<file path="src/hdl/c2dmac_pkg.sv">
// Shared codes, constants and interface types of the convolution MAC core.
package c2dmac_pkg;

  // Function codes carried in s_tuser
  localparam logic [1:0] FUNC_WEIGHT  = 2'd0;
  localparam logic [1:0] FUNC_BIAS    = 2'd1;
  localparam logic [1:0] FUNC_PIXEL   = 2'd2;
  localparam logic [1:0] FUNC_COMPUTE = 2'd3;

  // Configuration register indexes
  localparam logic [2:0] REG_IN_CH  = 3'd0;
  localparam logic [2:0] REG_OUT_CH = 3'd1;
  localparam logic [2:0] REG_KERNEL = 3'd2;
  localparam logic [2:0] REG_STRIDE = 3'd3;
  localparam logic [2:0] REG_PAD    = 3'd4;
  localparam logic [2:0] REG_HEIGHT = 3'd5;
  localparam logic [2:0] REG_WIDTH  = 3'd6;

  localparam int MAX_STRIDE = 8;

  // Cycles from the last tap issue until the accumulator holds the full sum
  localparam int DRAIN_CYCLES = 2;

  // Clamped geometry as used by the compute path
  typedef struct packed {
    logic [2:0] nin;
    logic [4:0] nout;
    logic [3:0] k;
    logic [3:0] s;
    logic [2:0] p;
    logic [5:0] h;
    logic [5:0] w;
  } geom_t;

  // Controller to datapath
  typedef struct packed {
    logic       accept;
    logic       clear;
    logic       issue;
    logic [3:0] tap_row;
    logic [3:0] tap_col;
    logic [2:0] tap_ch;
    logic       finish;
  } cmd_t;

  // Datapath to controller
  typedef struct packed {
    logic pos_err;
    logic out_free;
  } status_t;

endpackage

</file>
<file path="src/hdl/c2dmac_cfg.sv">
// Configuration register file with range clamping of the geometry.
module c2dmac_cfg
  import c2dmac_pkg::*;
#(
  parameter int MAX_IN_CH  = 4,
  parameter int MAX_OUT_CH = 16,
  parameter int MAX_KERNEL = 8,
  parameter int MAX_DIM    = 32
) (
  input  logic       clk,
  input  logic       rst,
  input  logic       cfg_we,
  input  logic [2:0] cfg_index,
  input  logic [5:0] cfg_data,
  output geom_t      geom
);

  logic [2:0] in_ch;
  logic [4:0] out_ch;
  logic [3:0] kernel;
  logic [3:0] stride;
  logic [2:0] pad;
  logic [5:0] height;
  logic [5:0] width;

  always_ff @(posedge clk) begin
    if (rst) begin
      in_ch  <= 3'd3;
      out_ch <= 5'd16;
      kernel <= 4'd4;
      stride <= 4'd4;
      pad    <= 3'd0;
      height <= 6'd32;
      width  <= 6'd32;
    end else if (cfg_we) begin
      unique case (cfg_index)
        REG_IN_CH:  in_ch  <= cfg_data[2:0];
        REG_OUT_CH: out_ch <= cfg_data[4:0];
        REG_KERNEL: kernel <= cfg_data[3:0];
        REG_STRIDE: stride <= cfg_data[3:0];
        REG_PAD:    pad    <= cfg_data[2:0];
        REG_HEIGHT: height <= cfg_data[5:0];
        REG_WIDTH:  width  <= cfg_data[5:0];
        default: ;  // drop writes to unknown registers
      endcase
    end
  end

  // Clamp each register but the pad into its legal range
  always_comb begin
    geom.nin  = (in_ch == 3'd0) ? 3'd1 :
                ((32'(in_ch) > MAX_IN_CH) ? 3'(MAX_IN_CH) : in_ch);
    geom.nout = (out_ch == 5'd0) ? 5'd1 :
                ((32'(out_ch) > MAX_OUT_CH) ? 5'(MAX_OUT_CH) : out_ch);
    geom.k    = (kernel == 4'd0) ? 4'd1 :
                ((32'(kernel) > MAX_KERNEL) ? 4'(MAX_KERNEL) : kernel);
    geom.s    = (stride == 4'd0) ? 4'd1 :
                ((32'(stride) > MAX_STRIDE) ? 4'(MAX_STRIDE) : stride);
    geom.p    = pad;
    geom.h    = (height == 6'd0) ? 6'd1 :
                ((32'(height) > MAX_DIM) ? 6'(MAX_DIM) : height);
    geom.w    = (width == 6'd0) ? 6'd1 :
                ((32'(width) > MAX_DIM) ? 6'(MAX_DIM) : width);
  end

endmodule

</file>
<file path="config.mk">
export PLATFORM = sky130hd
export DESIGN_NAME = c2dmac_cfg
export DESIGN_NICKNAME = d
export VERILOG_FILES = /design/src/hdl/c2dmac_pkg.sv /design/src/hdl/c2dmac_cfg.sv
export SDC_FILE = /design/constraint.sdc
export NUM_CORES = 1
export LEC_CHECK = 0
export BUFFER_PORTS_ARGS = -buffer_cell sky130_fd_sc_hd__buf_2
export CAP_MARGIN = 5
export CORE_UTILIZATION = 51
export CTS_CLUSTER_DIAMETER = 60
export DETAILED_ROUTE_END_ITERATION = 7
export HOLD_SLACK_MARGIN = 0.08
export MAX_ROUTING_LAYER = met4
export PLACE_DENSITY = 0.76
export SLEW_MARGIN = 30
export SYNTH_ARGS = -nofsm -noshare
export SYNTH_HDL_FRONTEND = slang
export SYNTH_SLANG_ARGS = --single-unit
export TNS_END_PERCENT = 30
</file>
<file path="constraint.sdc">
create_clock -name clk -period 1.6 [get_ports clk]
set_clock_uncertainty 0.2 [all_clocks]
set_input_delay 0.16 -clock clk [delete_from_list [all_inputs] [get_ports clk]]
set_output_delay 0.16 -clock clk [all_outputs]
set_load 0.02 [all_outputs]
</file>
==> summary.md <==
| Metric | Value |
|---|---|
| Finished Layout Cells | 235 |
| Register area | 626 µm² |
| Crit. End Element | output port |
| Most used flip-flop cell after synthesis | dfxtp_1 |
| Hold Path Class | reg -> reg |
| Nets@finish | 217 |
| TritonCTS Buffers | 5 |
| Share of cells above drive strength 1 | 30.9% |
| Multi-input combinational cell area | 842 µm² |
| Initial antenna violation count | 0 |
| Fill cells | 221 |
| Vias in the first global route | 1224 |
| Clock power share | 28.2% |
| Top-area cell type share of the netlist area | 40.4% |
| Yosys warnings | 0 |
| Synth cell types | 21 |
| Outcome | finished, violations left |
| RSZ-0062 raised after global routing | yes |
| Area growth, synth to finish | 24.9% |
| Top post-synthesis cells by count | 31 x dfxtp_1, 31 x mux2i_1, 27 x nand2b_1, 16 x nor2b_1, 14 x nor2_1 |
| Sequential fraction of the synthesis area | 40.4% |
| Combinational share of power | 13.6% |
| Critical path class | reg -> out |
| Final HPWL from detailed placement | 2140 µm |
| Routed len/inst | 13.3 µm |
| Setup ws final | -0.233 ns |
| P_int | 0.00104 W |
| CP Max Fanout | 3 |
| Min cycle time layout | 1.83 ns |
| Net load switching power | 0.000339 W |
| Synth Register Bits | 31 |
| Final period util | 115% |
| Vias per cell | 5.20 |
| GPL Wtd Cong | 0.794 |
| CTS max path bufs | 2 |
| Cell taking the most area after synthesis | dfxtp_1 |
| Final Slew Violations | 0 |
| Synthesized area | 1540 µm² |
| Die height | 56.9 µm |
| Post-route cell area | 1920 µm² |
| IO Pins | 43 |
| DR pass1 iterations | 6 |
| Actual slew at the worst max-slew pin | 0.347 ns |
| Clk_lat worst skew | 0.33 ns |
| Core Footprint | 2810 µm² |
| Syn_nets | 171 |
| Port Buffers | 42 |
| Leak pwr | 0.927 nW |
| Fin. Hold Viols | 0 |
| WP data required | 1.24 ns |
| Global route overflow | 0 |
| CTS Sinks | 31 |
| Routed wire length | 3130 µm |
| Pwr Density | 718 nW/µm² |
| Switching Share | 24.6% |
| Syn avg cell area | 9.66 µm² |
| Number of flops mapped to enable cells by yosys | 0 |
| Die X | 56.9 µm |
| GRT Total Usage | 22.6% |
| H-tree depth | 2 |
| Hold WS | 0.283 ns |
| Post-Synthesis Cells | 159 |
| Setup violations, final | 3 |
| # diodes | 0 |
| VDD IR max | 0.444 mV |
| Pin count of the biggest net entering global routing | 25 |
| Post-route DRC violation count | 8 |
| CTS Root Cell | clkbuf_4 |
| Fmax | 545 MHz |
| Synth area leaders | dfxtp_1 40%, mux2i_1 20%, nand2b_1 11% |
| Post-DRT Antenna Nets | 0 |
| Die area | 3230 µm² |
| Fraction of registers with async set/reset | 0% |
| Reg power frac | 58.2% |
| First-pass GRT wire length | 5400 µm |
| Placed instance count | 217 |
| Max-Cap Viols | 0 |
| TritonCTS clock tree | yes |
| Placed Area | 1720 µm² |
| Startpoint types | flop |
| Violated checks | design-rule violations, negative setup slack |
| DRT iter0 DRCs | 27 |
| Clk slew on worst S/H paths | 0.09 ns |
| Slew HR | 76.8% |
| WP data arrival | 1.47 ns |
| Vias | 1223 |
| Row cnt | 19 |
| Initial Util | 54.7% |
| Fin util | 68.4% |
==> critical path, cell delays in order (launching register included) <==
cell     delay [ns]
dfxtp_2        0.33
or4_4          0.52
a21oi_2        0.14
buf_4          0.15
==> metal layers <==
layer  GRT usage, %  up-vias  wire length [µm]  share of wire (%)
li1               -      615                 -                  -
met1           24.4      573              1360                 43
met2           38.3       30              1560                 50
met3           7.83        5               155                5.0
met4           8.36        0                51                1.6
met5              -        -                 0                  0
==> power by group through the flow <==
stage                     sequential, W  combinational, W  clock (W)
after global placement         0.000817          0.000155          0
after floorplan                0.000818          0.000113          0
after CTS                      0.000801          0.000180   0.000406
after detailed placement       0.000819          0.000158          0
after global routing           0.000805          0.000201   0.000432
final                          0.000802          0.000187   0.000388
==> flip-flops by register name (all words and copies together), names as in the netlist <==
register  flops
height        6
width         6
out_ch        5
kernel        4
stride        4
in_ch         3
pad           3
==> final timing paths <==
kind                                start         to  slack [ns]  cells after the start
worst min-delay path            height[0]  height[0]        0.28                      2
worst max-delay path            height[4]    geom[6]       -0.23                      3
worst min register to register  height[0]  height[0]        0.28                      2
worst max register to register   width[1]   width[1]        0.62                      2
==> cell families after synthesis <==
logic type      Yosys count  synth area share [%]
flops                    31                  40.4
simple gates             71                  30.5
mux                      31                  20.2
buf+inv                  20                  6.27
compound gates            6                  2.61
==> repair_timing <==
| item | 4_1_cts | 5_1_grt |
|---|---|---|
| pin swaps | 4 | 2 |
| gates resized for setup | 4 | 9 |
| hold buffers | 11 | 0 |
| setup endpoints to repair | 3 | 5 |
| cloned | 0 | 0 |
| setup buffers | 1 | 0 |
| endpoints found under the hold margin | 16 | 0 |
==> stage by stage <==
stage	power (W)	setup TNS (ns)	setup slack, ns
2_1_floorplan	0.000930	0	0.0662
3_3_place_gp	0.000973	0	0.138
3_5_place_dp	0.000977	0	0.125
4_1_cts	0.00139	-0.520	-0.226
5_1_grt	0.00144	-0.688	-0.300
6_report	0.00138	-0.488	-0.233
==> layout by cell type, fill, tap and decap left out <==
cell type      synthesis  routed
dfxtp_1               31      27
buf_12                 0       1
nand4b_1               2       2
nor2b_1               16      16
dlygate4sd3_1          0      11
nor2_1                14      14
clkbuf_1               8       1
or4_4                  0       2
clkbuf_4               0       5
or2b_1                 2       2
a21oi_1                4       1
nand2b_1              27      27
o21ba_2                2       2
mux2i_1               31      31
nor4b_4                1       1
inv_1                  4       4
a21oi_2                0       3
nand4b_2               1       1
nand4bb_2              0       1
buf_2                  4      39
or3_1                  1       1
and4b_1                2       2
nand4bb_1              3       2
dfxtp_2                0       4
buf_4                  2       4
==> layout make-up <==
type | instances | share of cell area, %
tap | 31 | 2.02
clock buffer | 6 | 2.15
timing repair buffer | 55 | 18.5
inverter | 4 | 0.783
sequential | 31 | 32.6
multi-input combinational | 108 | 43.9
Note: power is estimated with default switching activity, not from simulation.
