File: src/hdl/c2dmac_pkg.sv
// Shared codes, constants and interface types of the convolution MAC core.
package c2dmac_pkg;

  // Function codes carried in s_tuser
  localparam logic [1:0] FUNC_WEIGHT  = 2'd0;
  localparam logic [1:0] FUNC_BIAS    = 2'd1;
  localparam logic [1:0] FUNC_PIXEL   = 2'd2;
  localparam logic [1:0] FUNC_COMPUTE = 2'd3;

  // Configuration register indexes
  localparam logic [2:0] REG_IN_CH  = 3'd0;
  localparam logic [2:0] REG_OUT_CH = 3'd1;
  localparam logic [2:0] REG_KERNEL = 3'd2;
  localparam logic [2:0] REG_STRIDE = 3'd3;
  localparam logic [2:0] REG_PAD    = 3'd4;
  localparam logic [2:0] REG_HEIGHT = 3'd5;
  localparam logic [2:0] REG_WIDTH  = 3'd6;

  localparam int MAX_STRIDE = 8;

  // Cycles from the last tap issue until the accumulator holds the full sum
  localparam int DRAIN_CYCLES = 2;

  // Clamped geometry as used by the compute path
  typedef struct packed {
    logic [2:0] nin;
    logic [4:0] nout;
    logic [3:0] k;
    logic [3:0] s;
    logic [2:0] p;
    logic [5:0] h;
    logic [5:0] w;
  } geom_t;

  // Controller to datapath
  typedef struct packed {
    logic       accept;
    logic       clear;
    logic       issue;
    logic [3:0] tap_row;
    logic [3:0] tap_col;
    logic [2:0] tap_ch;
    logic       finish;
  } cmd_t;

  // Datapath to controller
  typedef struct packed {
    logic pos_err;
    logic out_free;
  } status_t;

endpackage

File: src/hdl/c2dmac_ctrl.sv
// Controller: item intake, tap sequencing over kernel and channels, drain and result hand-off.
module c2dmac_ctrl
  import c2dmac_pkg::*;
(
  input  logic       clk,
  input  logic       rst,
  input  logic       s_tvalid,
  input  logic [1:0] func,
  input  geom_t      geom,
  input  status_t    status,
  output logic       s_tready,
  output cmd_t       cmd
);

  typedef enum logic [4:0] {
    S_IDLE  = 5'b00001,
    S_SETUP = 5'b00010,
    S_RUN   = 5'b00100,
    S_DRAIN = 5'b01000,
    S_DONE  = 5'b10000
  } state_t;

  state_t     state, state_next;
  logic [3:0] tap_row, tap_row_next;
  logic [3:0] tap_col, tap_col_next;
  logic [2:0] tap_ch, tap_ch_next;
  logic [1:0] drain_cnt, drain_cnt_next;
  logic       in_fire;
  logic       ch_last, col_last, row_last;

  assign ch_last  = (tap_ch == geom.nin - 3'd1);
  assign col_last = (tap_col == geom.k - 4'd1);
  assign row_last = (tap_row == geom.k - 4'd1);

  always_comb begin
    state_next     = state;
    tap_row_next   = tap_row;
    tap_col_next   = tap_col;
    tap_ch_next    = tap_ch;
    drain_cnt_next = drain_cnt;
    s_tready       = (state == S_IDLE);
    in_fire        = s_tvalid && s_tready;
    cmd            = '0;
    cmd.accept     = in_fire;
    cmd.tap_row    = tap_row;
    cmd.tap_col    = tap_col;
    cmd.tap_ch     = tap_ch;
    unique case (state)
      S_IDLE: begin
        if (in_fire && func == FUNC_COMPUTE) state_next = S_SETUP;
      end
      S_SETUP: begin
        cmd.clear    = 1'b1;
        tap_row_next = 4'd0;
        tap_col_next = 4'd0;
        tap_ch_next  = 3'd0;
        state_next   = S_RUN;
      end
      S_RUN: begin
        drain_cnt_next = 2'd0;
        if (status.pos_err) begin
          state_next = S_DRAIN;
        end else begin
          cmd.issue = 1'b1;
          // advance channel, then column, then row
          if (ch_last) begin
            tap_ch_next = 3'd0;
            if (col_last) begin
              tap_col_next = 4'd0;
              tap_row_next = tap_row + 4'd1;
            end else begin
              tap_col_next = tap_col + 4'd1;
            end
          end else begin
            tap_ch_next = tap_ch + 3'd1;
          end
          if (ch_last && col_last && row_last) state_next = S_DRAIN;
        end
      end
      S_DRAIN: begin
        if (drain_cnt == 2'(DRAIN_CYCLES - 1)) begin
          state_next = S_DONE;
        end else begin
          drain_cnt_next = drain_cnt + 2'd1;
        end
      end
      S_DONE: begin
        // hold until the output register is free
        if (status.out_free) begin
          cmd.finish = 1'b1;
          state_next = S_IDLE;
        end
      end
      default: state_next = S_IDLE;
    endcase
  end

  always_ff @(posedge clk) begin
    if (rst) begin
      state     <= S_IDLE;
      tap_row   <= 4'd0;
      tap_col   <= 4'd0;
      tap_ch    <= 3'd0;
      drain_cnt <= 2'd0;
    end else begin
      state     <= state_next;
      tap_row   <= tap_row_next;
      tap_col   <= tap_col_next;
      tap_ch    <= tap_ch_next;
      drain_cnt <= drain_cnt_next;
    end
  end

  a_no_issue_on_error: assert property (@(posedge clk) disable iff (rst)
    cmd.issue |-> !status.pos_err)
    else $error("tap issued for a position outside the output map");

  a_finish_needs_room: assert property (@(posedge clk) disable iff (rst)
    cmd.finish |-> status.out_free)
    else $error("result loaded while the output register is occupied");

  a_done_after_drain: assert property (@(posedge clk) disable iff (rst)
    state == S_DONE |-> $past(state) == S_DRAIN || $past(state) == S_DONE)
    else $error("result stage entered without draining the MAC pipeline");

  a_taps_in_range: assert property (@(posedge clk) disable iff (rst)
    state == S_RUN |-> tap_ch < geom.nin && tap_col < geom.k && tap_row < geom.k)
    else $error("tap counter beyond kernel or channel count");

endmodule

File: config.mk
export PLATFORM = sky130hd
export DESIGN_NAME = c2dmac_ctrl
export DESIGN_NICKNAME = d
export VERILOG_FILES = /design/src/hdl/c2dmac_pkg.sv /design/src/hdl/c2dmac_ctrl.sv
export SDC_FILE = /design/constraint.sdc
export NUM_CORES = 1
export LEC_CHECK = 0
export ABC_AREA = 1
export BUFFER_PORTS_ARGS = -buffer_cell sky130_fd_sc_hd__buf_4
export CAP_MARGIN = 30
export CORE_AREA = 2 2 60 68
export CTS_CLUSTER_DIAMETER = 120
export DETAILED_ROUTE_END_ITERATION = 8
export DIE_AREA = 0 0 62 70
export GPL_ROUTABILITY_DRIVEN = 0
export GPL_TIMING_DRIVEN = 0
export HOLD_SLACK_MARGIN = 0.05
export PLACE_DENSITY = 0.61
export SLEW_MARGIN = 20
export SYNTH_ARGS = -nofsm -noshare
export SYNTH_HDL_FRONTEND = slang
export SYNTH_SLANG_ARGS = --single-unit
File: constraint.sdc
create_clock -name clk -period 2 [get_ports clk]
set_clock_uncertainty 0.15 [all_clocks]
set_input_delay 0 -clock clk [delete_from_list [all_inputs] [get_ports clk]]
set_output_delay 0 -clock clk [all_outputs]
set_load 0.02 [all_outputs]
==> results_dict.tcl, run 1 <==
set metrics [dict create \
    drt-pass1-iter-count 4 \
    vias 1303 \
    worstMarginPinSlew_ns 0.390 \
    area_growth_pct 29.6 \
    die_h_um 70 \
    critPathLaunchType "register" \
    total_leakage_power_nw 0.855 \
    cts.sinks 18 \
    crit_arrival_ns 1.89 \
    rsz0062_at_grt "false" \
    routedWlPerCell_um 9.82 \
    routed_wl_um 2860 \
    layout-drive-gt1-share_pct 21.3 \
    tritoncts "done" \
    cp-end-kind "register" \
    fmax_mhz 540 \
    p_per_area_nw_per_um2 772 \
    outcome "finished, final reports clean" \
    synth_edf_count 0 \
    portBuffers 28 \
    pre_cts_ws_ns 0.165 \
    p_sw_w 0.000497 \
    hp-start "status[0]" \
    core_region_area_um2 3750 \
    synthCells 202 \
    maxCapViolCount 0 \
    synth_area_um2 1310 \
    postRouteAntennaNets 0 \
    power_frac_seq_pct 35.1 \
    grt_pass1_wl_um 5010 \
    synth_cell_types 27 \
    start_util_pct 35.0 \
    clk_path_buf_depth 2 \
    max_slew_margin_pct 73.9 \
    p_int_w 0.000817 \
    synthArstFlopShare_pct 0 \
    synth_top_area_share_pct 27.5 \
    period_minus_slack_ns 1.85 \
    min_to "state[3]$_SDFFE_PP0P_" \
    hold_depth 6 \
    grt_overflow_total 0 \
    cp_max_fo 4 \
    grt_pass1_vias 1218 \
    crit_required_ns 2.04 \
    avgSynthCellArea_um2 6.50 \
    reg2reg_to "state[0]$_SDFFE_PP1P_" \
    synthMostInstantiatedCell "nand2_1" \
    cts.clk_slew.worst_paths_ns 0.07 \
    cts_buffers 3 \
    synth_nets 246 \
    clkPwrFrac_pct 22.7 \
    synth_top_area_cell "dfxtp_1" \
    die_area_um2 4340 \
    diodes 0 \
    ys.flop_type "dfxtp_1" \
    criticalPathCategory "reg -> reg" \
    synth_commonest_cells "44 x nand2_1, 35 x inv_1, 24 x nand3_1" \
    final_nets 284 \
    hold_violations 0 \
    root_buffer "clkbuf_8" \
    std_cell_rows 24 \
    ys.warnings.count 0 \
    power_w 0.00131 \
    remaining_drc_errors 0 \
    fin_ws_ns 0.149 \
    num-fill-cells 394 \
    viasPerCell 4.48 \
    fin_tns_setup_ns 0 \
    antenna_found_initial 0 \
    yosysSeqAreaShare_pct 27.5 \
    grt_start_max_net_pins 11 \
    drt_iter0_drc 49 \
    clock_latency_ns 0.25 \
    ys_ff_latch 18 \
    hold_class "in -> reg" \
    swShare_pct 37.8 \
    p_comb_share_pct 42.3 \
    ir_drop_mv 0.266 \
    r2r_start "state[3]$_SDFFE_PP0P_" \
    cts_htree_levels 1 \
    synth_area_leaders "dfxtp_1 27%, nand2_1 13%, inv_1 10%, nand3_1 9.2%, nor2_1 6.3%" \
    dpl.hpwl_um 2290 \
    grtUsageTotal_pct 14.5 \
    die_x_um 62 \
    drv_slew 0 \
    ios 54 \
    min_period_over_period_pct 92.5 \
    r2r_slack_ns 0.15 \
    reg2reg_depth 6 \
    final-setup-viol-count 0 \
]
[power groups by stage]
stage,registers [W],clock network (W),logic [W]
3_5_place_dp,0.000467,0,0.000523
3_3_place_gp,0.000466,0,0.000520
2_1_floorplan,0.000471,0,0.000374
6_report,0.000460,0.000298,0.000555
4_1_cts,0.000459,0.000307,0.000553
5_1_grt,0.000467,0.000323,0.000632
[timing repair]
item / in CTS / in global routing
gates resized for setup: 0 / 5
setup buffers: 0 / 1
hold buffers: 5 / 0
hold endpoints to repair: 6 / 0
endpoints found under the setup margin: 0 / 3
[sequential cells by signal, indices dropped and copies added (netlist names)]
register / count
drain_cnt: 2
state: 5
tap_ch: 3
tap_col: 4
tap_row: 4
[worst max-delay path, stage by stage, from the launching register on]
cell and delay, ns:
dfxtp_1 0.36, nor2_2 0.19, nand3_1 0.19, a31oi_1 0.21, dlygate4sd3_1 0.58, nor2_1 0.04, o21ai_1 0.07
[area by class of cell]
cell class,instances,area [um2],share of cell area [%]
timing repair buffer,33,258,15.2
buffer,3,18.8,1.10
inverter,37,139,8.17
multi-input combinational,144,800,47.0
tap,52,65.1,3.83
sequential,18,365,21.5
clock buffer,4,55.1,3.24
[cells in the final DEF (no fill, tap or decap)]
| cell | n |
|---|---|
| nand2_1 | 43 |
| inv_1 | 35 |
| buf_4 | 31 |
| nand3_1 | 24 |
| nor2_1 | 21 |
| dfxtp_1 | 16 |
| a21oi_1 | 13 |
| ha_1 | 6 |
| nand2_2 | 5 |
| o21ai_0 | 5 |
| clkbuf_8 | 4 |
| dlygate4sd3_1 | 4 |
| xnor2_1 | 3 |
| nand3b_1 | 3 |
| nand4_1 | 3 |
| xor2_1 | 3 |
| inv_2 | 2 |
| nor2_4 | 2 |
| o211a_1 | 2 |
| nor3_1 | 2 |
| nor2_2 | 1 |
| nand4_4 | 1 |
| nor3_4 | 1 |
| nand2_4 | 1 |
| clkbuf_1 | 1 |
| or2_0 | 1 |
| a31oi_1 | 1 |
| o21ai_4 | 1 |
| o21ai_1 | 1 |
| a211oi_1 | 1 |
| dfxtp_2 | 1 |
| dfxtp_4 | 1 |
[per-stage QoR]
| stage | hold slack [ns] | cell area [um2] | util (%) | std cells |
|---|---|---|---|---|
| 2_1_floorplan | -0.0306 | 1310 | - | 202 |
| 3_3_place_gp | 0.182 | 1590 | 42.3 | 282 |
| 3_5_place_dp | 0.182 | 1590 | 42.3 | 282 |
| 4_1_cts | 0.123 | 1690 | 45.1 | 291 |
| 5_1_grt | 0.155 | 1700 | 45.3 | 291 |
| 6_report | 0.123 | 1700 | 45.3 | 291 |
[per-layer routing]
layer / global-route usage (%) / routed length [um] / vias to the layer above
li1: - / - / 720
met1: 19.2 / 1380 / 562
met2: 23.1 / 1380 / 19
met3: 3.52 / 86 / 2
met4: 3.31 / 7 / 0
met5: 0 / 0 / -
[logic make-up after synthesis]
kind of cell / Yosys count / share of synthesized area, %
buf+inv: 40 / 12.0
simple gates: 108 / 39.8
xor+xnor: 6 / 4.00
fa+ha+maj: 6 / 5.72
flops: 18 / 27.5
compound gates: 24 / 11.1
[worst max path at each step]
stage / start / end / cells after the start
2_1_floorplan: tap_col[0]$_SDFFE_PP0P_ / state[4]$_SDFFE_PP0P_ / 11
3_3_place_gp: geom[19] / state[4]$_SDFFE_PP0P_ / 14
3_5_place_dp: geom[19] / state[4]$_SDFFE_PP0P_ / 14
4_1_cts: tap_col[1]$_SDFFE_PP0P_ / state[2]$_SDFFE_PP0P_ / 12
5_1_grt: state[4]$_SDFFE_PP0P_ / tap_row[1]$_SDFFE_PP0P_ / 10
6_report: state[3]$_SDFFE_PP0P_ / state[0]$_SDFFE_PP1P_ / 6
Note: power is estimated with default switching activity, not from simulation.
==> run 2, diff against run 1 <==
MAX_ROUTING_LAYER = met4   (was unset)
==> run 2 against run 1 <==
Compared with the run above: count of clock-buffer cells in the layout unchanged; sequential power about the same; global-route usage increased by 0.34 points; clock power about the same; die area unchanged; largest power group unchanged; hold slack got worse by 0.0014 ns; critical path depth unchanged; worst setup slack got worse by 0.0025 ns; highest routed layer unchanged.
==> results_dict.tcl, run 2 (same netlist as run 1, synthesis figures left out) <==
set metrics [dict create \
    rsz0062_at_grt "false" \
    remaining_drc_errors 0 \
    power_frac_seq_pct 35.0 \
    grt_pass1_wl_um 5000 \
    postRouteAntennaNets 0 \
    crit_required_ns 2.04 \
    cts.sinks 18 \
    layout-drive-gt1-share_pct 21.3 \
    crit_chain "nor2_2 -> nand3_1 -> a31oi_1 -> dlygate4sd3_1 -> nor2_1 -> o21ai_1" \
    p_per_area_nw_per_um2 773 \
    outcome "finished, final reports clean" \
    p_int_w 0.000817 \
    total_leakage_power_nw 0.855 \
    criticalPathCategory "reg -> reg" \
    maxCapViolCount 0 \
    num-fill-cells 394 \
    crit_arrival_ns 1.90 \
    power_w 0.00131 \
    placed_cell_area_um2 1590 \
    hold_violations 0 \
    fmax_mhz 540 \
    cts_htree_levels 1 \
    cts.clk_slew.worst_paths_ns 0.07 \
    std_cell_rows 24 \
    clock_latency_ns 0.25 \
    ir_drop_mv 0.266 \
    hold_ws_ns 0.122 \
    final_cells 291 \
    final-setup-viol-count 0 \
    final_nets 284 \
    fin_tns_setup_ns 0 \
    diodes 0 \
    drv_slew 0 \
    antenna_found_initial 0 \
    design_area_um2 1700 \
    largest_reg_flops 5 \
    tritoncts "done" \
    drt-pass1-iter-count 4 \
    cts_buffers 3 \
    grt_start_max_net_pins 11 \
    crit_path_top_delay_cell "dlygate4sd3_1" \
    hold_depth 6 \
    critPathLaunchType "register" \
    clk_path_buf_depth 2 \
    dpl.hpwl_um 2290 \
    min_to "state[3]$_SDFFE_PP0P_" \
    die_area_um2 4340 \
    area_growth_pct 29.6 \
    largest-register "state" \
    cpPeakStageDelay_ns 0.58 \
    grt_overflow_total 0 \
    p_sw_w 0.000498 \
    vias 1301 \
    p_comb_share_pct 42.3 \
    reg2reg_to "state[0]$_SDFFE_PP1P_" \
    die_x_um 62 \
    period_minus_slack_ns 1.85 \
    dp_cells 282 \
    drt_iter0_drc 51 \
    r2r_start "state[3]$_SDFFE_PP0P_" \
    cp_max_fo 4 \
    reg2reg_depth 6 \
    grtUsageTotal_pct 14.8 \
    swShare_pct 37.9 \
    routedWlPerCell_um 9.81 \
    core_region_area_um2 3750 \
    mostFrequentLayoutCells "43 x nand2_1, 35 x inv_1, 31 x buf_4" \
    hp-start "status[0]" \
    r2r_slack_ns 0.15 \
    ios 54 \
    worstMarginPinSlew_ns 0.390 \
    routed_wl_um 2860 \
    min_period_over_period_pct 92.7 \
    hold_class "in -> reg" \
    root_buffer "clkbuf_8" \
    final_common_cell "nand2_1" \
    clkPwrFrac_pct 22.7 \
    top_regs "state (5), tap_col (4), tap_row (4)" \
    portBuffers 28 \
    cp-end-kind "register" \
    grt_pass1_vias 1217 \
    die_h_um 70 \
    viasPerCell 4.47 \
    max_slew_margin_pct 73.9 \
    start_util_pct 35.0 \
]
## run 2: layout make-up
class	instances	area [um2]	area share (%)
multi-input cells	144	800	47.0
flip-flops and latches	18	365	21.5
repair buffers	33	258	15.2
inverters	37	139	8.17
well taps	52	65.1	3.83
clock buffers	4	55.1	3.24
plain buffers	3	18.8	1.10
## run 2: metrics by stage
stage               utilization (%)  setup slack (ns)
finish                         45.3             0.147
global route                   45.3           0.00147
CTS                            45.1            0.0154
detailed placement             42.3             0.165
global placement               42.3             0.143
floorplan                         -             0.338
## run 2: how the worst max path moves through the flow
stage	from	endpoint	slack [ns]	cells past startpoint
5_1_grt	state[4]$_SDFFE_PP0P_	tap_row[1]$_SDFFE_PP0P_	0.001	10
4_1_cts	tap_col[1]$_SDFFE_PP0P_	state[2]$_SDFFE_PP0P_	0.02	12
3_3_place_gp	geom[19]	state[4]$_SDFFE_PP0P_	0.14	14
6_report	state[3]$_SDFFE_PP0P_	state[0]$_SDFFE_PP1P_	0.15	6
3_5_place_dp	geom[19]	state[4]$_SDFFE_PP0P_	0.16	14
2_1_floorplan	tap_col[0]$_SDFFE_PP0P_	state[4]$_SDFFE_PP0P_	0.34	11
## run 2: worst max-delay path: cells and delay by family, from the launching register on
kind                   cells  cell delay, ns
buffers and inverters      1            0.58
and+or+nand+nor            3            0.42
DFF                        1            0.36
AOI/OAI and AO/OA          2            0.28
## run 2: metal layers
| metal | vias to the layer above | global-route usage (%) | wire [um] |
|---|---|---|---|
| met5 | - | - | 0 |
| met1 | 562 | 19.1 | 1380 |
| li1 | 720 | - | - |
| met3 | 5 | 3.52 | 79 |
| met4 | 0 | 3.31 | 27 |
| met2 | 14 | 23.1 | 1370 |
## run 2: what timing repair did
action,4_1_cts,5_1_grt
endpoints found under the setup margin,0,3
hold endpoints to repair,6,0
setup buffers,0,1
hold buffers,5,0
gates resized for setup,0,5
## run 2: power by group through the flow
| stage | logic [W] | clock network (W) | registers [W] |
|---|---|---|---|
| finish | 0.000556 | 0.000298 | 0.000460 |
| global route | 0.000632 | 0.000323 | 0.000467 |
| CTS | 0.000553 | 0.000307 | 0.000459 |
| detailed placement | 0.000523 | 0 | 0.000467 |
| global placement | 0.000520 | 0 | 0.000466 |
| floorplan | 0.000374 | 0 | 0.000471 |
==> run 3, diff against run 2 <==
CORE_AREA = 2 2 63 65   (was 2 2 60 68)
DIE_AREA = 0 0 65 67   (was 0 0 62 70)
GPL_TIMING_DRIVEN = unset   (was 0)
==> run 3 against run 2 <==
Compared with the run above: global-route usage increased by 0.24 points; critical path depth increased by 1; register-to-register slack improved by 0.04 ns; via count increased by 0.85%; sequential share of layout area decreased by 0.15 points; first-iteration DRC count decreased by 51%; clock power increased by 4%; highest routed layer unchanged.
==> results_dict.tcl, run 3 (same netlist as run 1, synthesis figures left out) <==
set metrics [dict create \
    crit_arrival_ns 1.86 \
    grt_pass1_wl_um 4950 \
    crit_required_ns 2.05 \
    outcome "finished, final reports clean" \
    fmax_mhz 553 \
    dpl.hpwl_um 2300 \
    hold_violations 0 \
    root_buffer "clkbuf_8" \
    ios 54 \
    placed_cell_area_um2 1590 \
    drt-pass1-iter-count 4 \
    grt_pass1_vias 1164 \
    core_region_area_um2 3610 \
    tritoncts "done" \
    fin_ws_ns 0.191 \
    die_h_um 67 \
    ir_drop_mv 0.285 \
    min_period_over_period_pct 90.5 \
    std_cell_rows 22 \
    layout-drive-gt1-share_pct 20.1 \
    max_slew_margin_pct 79.8 \
    min_to "state[3]$_SDFFE_PP0P_" \
    cts_htree_levels 1 \
    reg2reg_depth 7 \
    grt_start_max_net_pins 11 \
    grtUsageTotal_pct 15.1 \
    ctsResizeCount 0 \
    total_leakage_power_nw 0.856 \
    vias 1312 \
    cp_max_fo 4 \
    start_util_pct 36.4 \
    criticalPathCategory "reg -> reg" \
    routed_wl_um 2850 \
    routedWlPerCell_um 9.93 \
    multi_input_comb_area_um2 795 \
    hold_ws_ns 0.115 \
    clk_path_buf_depth 2 \
    p_per_area_nw_per_um2 777 \
    portBuffers 29 \
    fin_tns_setup_ns 0 \
    cts.clk_slew.worst_paths_ns 0.07 \
    final-setup-viol-count 0 \
    grt_overflow_total 0 \
    num-fill-cells 388 \
    antenna_found_initial 0 \
    maxCapViolCount 0 \
    viasPerCell 4.57 \
    largest-register "state" \
    hp-start "status[0]" \
    final_cells 287 \
    pre_cts_ws_ns 0.249 \
    r2r_slack_ns 0.19 \
    drv_slew 0 \
    cp-end-kind "register" \
    largest_reg_flops 5 \
    mostFrequentLayoutCells "44 x nand2_1, 35 x inv_1, 32 x buf_4" \
    dp_cells 279 \
    remaining_drc_errors 0 \
    worstMarginPinSlew_ns 0.302 \
    area_growth_pct 28.7 \
    cts.sinks 18 \
    final_nets 284 \
    top_regs "state (5), tap_col (4), tap_row (4)" \
    design_area_um2 1690 \
    regArea_um2 360 \
    r2r_start "state[0]$_SDFFE_PP1P_" \
    postRouteAntennaNets 0 \
    post-cts-setup-buffers 0 \
    clock_latency_ns 0.26 \
    cts_hold_buf 4 \
    period_minus_slack_ns 1.81 \
    rsz0062_at_grt "false" \
    critPathLaunchType "register" \
    die_area_um2 4360 \
    diodes 0 \
    die_x_um 65 \
    final_common_cell "nand2_1" \
    hold_depth 6 \
    reg2reg_to "state[0]$_SDFFE_PP1P_" \
    drt_iter0_drc 25 \
    hold_class "in -> reg" \
    cts_buffers 3 \
]
run 3: area by class of cell:
type	count	share of cell area, %
Clock buffer	4	3.26
Inverter	37	8.22
Multi-Input combinational cell	144	47.0
Sequential cell	18	21.3
Tap cell	48	3.56
Timing Repair Buffer	36	16.6
run 3: critical path: stages, from the launching register on:
cell and delay (ns):
dfxtp_1 0.37, inv_1 0.09, nor2_1 0.09, nand3_1 0.14, a31oi_1 0.21, dlygate4sd3_1 0.59
nor2_1 0.04, o21ai_1 0.06
run 3: worst max path at each step:
stage / endpoint / cells after the start / startpoint / slack, ns
2_1_floorplan: state[4]$_SDFFE_PP0P_ / 11 / tap_col[0]$_SDFFE_PP0P_ / 0.34
3_3_place_gp: tap_col[3]$_SDFFE_PP0P_ / 15 / geom[19] / 0.25
3_5_place_dp: tap_col[2]$_SDFFE_PP0P_ / 15 / geom[19] / 0.25
4_1_cts: state[0]$_SDFFE_PP1P_ / 7 / state[0]$_SDFFE_PP1P_ / 0.18
5_1_grt: state[0]$_SDFFE_PP1P_ / 7 / state[0]$_SDFFE_PP1P_ / 0.02
6_report: state[0]$_SDFFE_PP1P_ / 7 / state[0]$_SDFFE_PP1P_ / 0.19
run 3: layer usage:
metal	GRT usage (%)	part of all wire (%)
met3	3.04	4.0
met1	18.5	49
met5	-	0
met4	5.59	1.5
met2	24.5	46
run 3: power by group:
part | switching [W] | internal (W)
Combinational | 0.000314 | 0.000228
Clock | 0.000134 | 0.000176
Sequential | 0.0000549 | 0.000405
Total | 0.000503 | 0.000809
run 3: metrics by stage:
step / power, W / utilization (%)
floorplan: 0.000844 / -
global placement: 0.000983 / 44.2
detailed placement: 0.000989 / 44.2
CTS: 0.00132 / 46.8
global route: 0.00142 / 46.8
finish: 0.00131 / 46.8
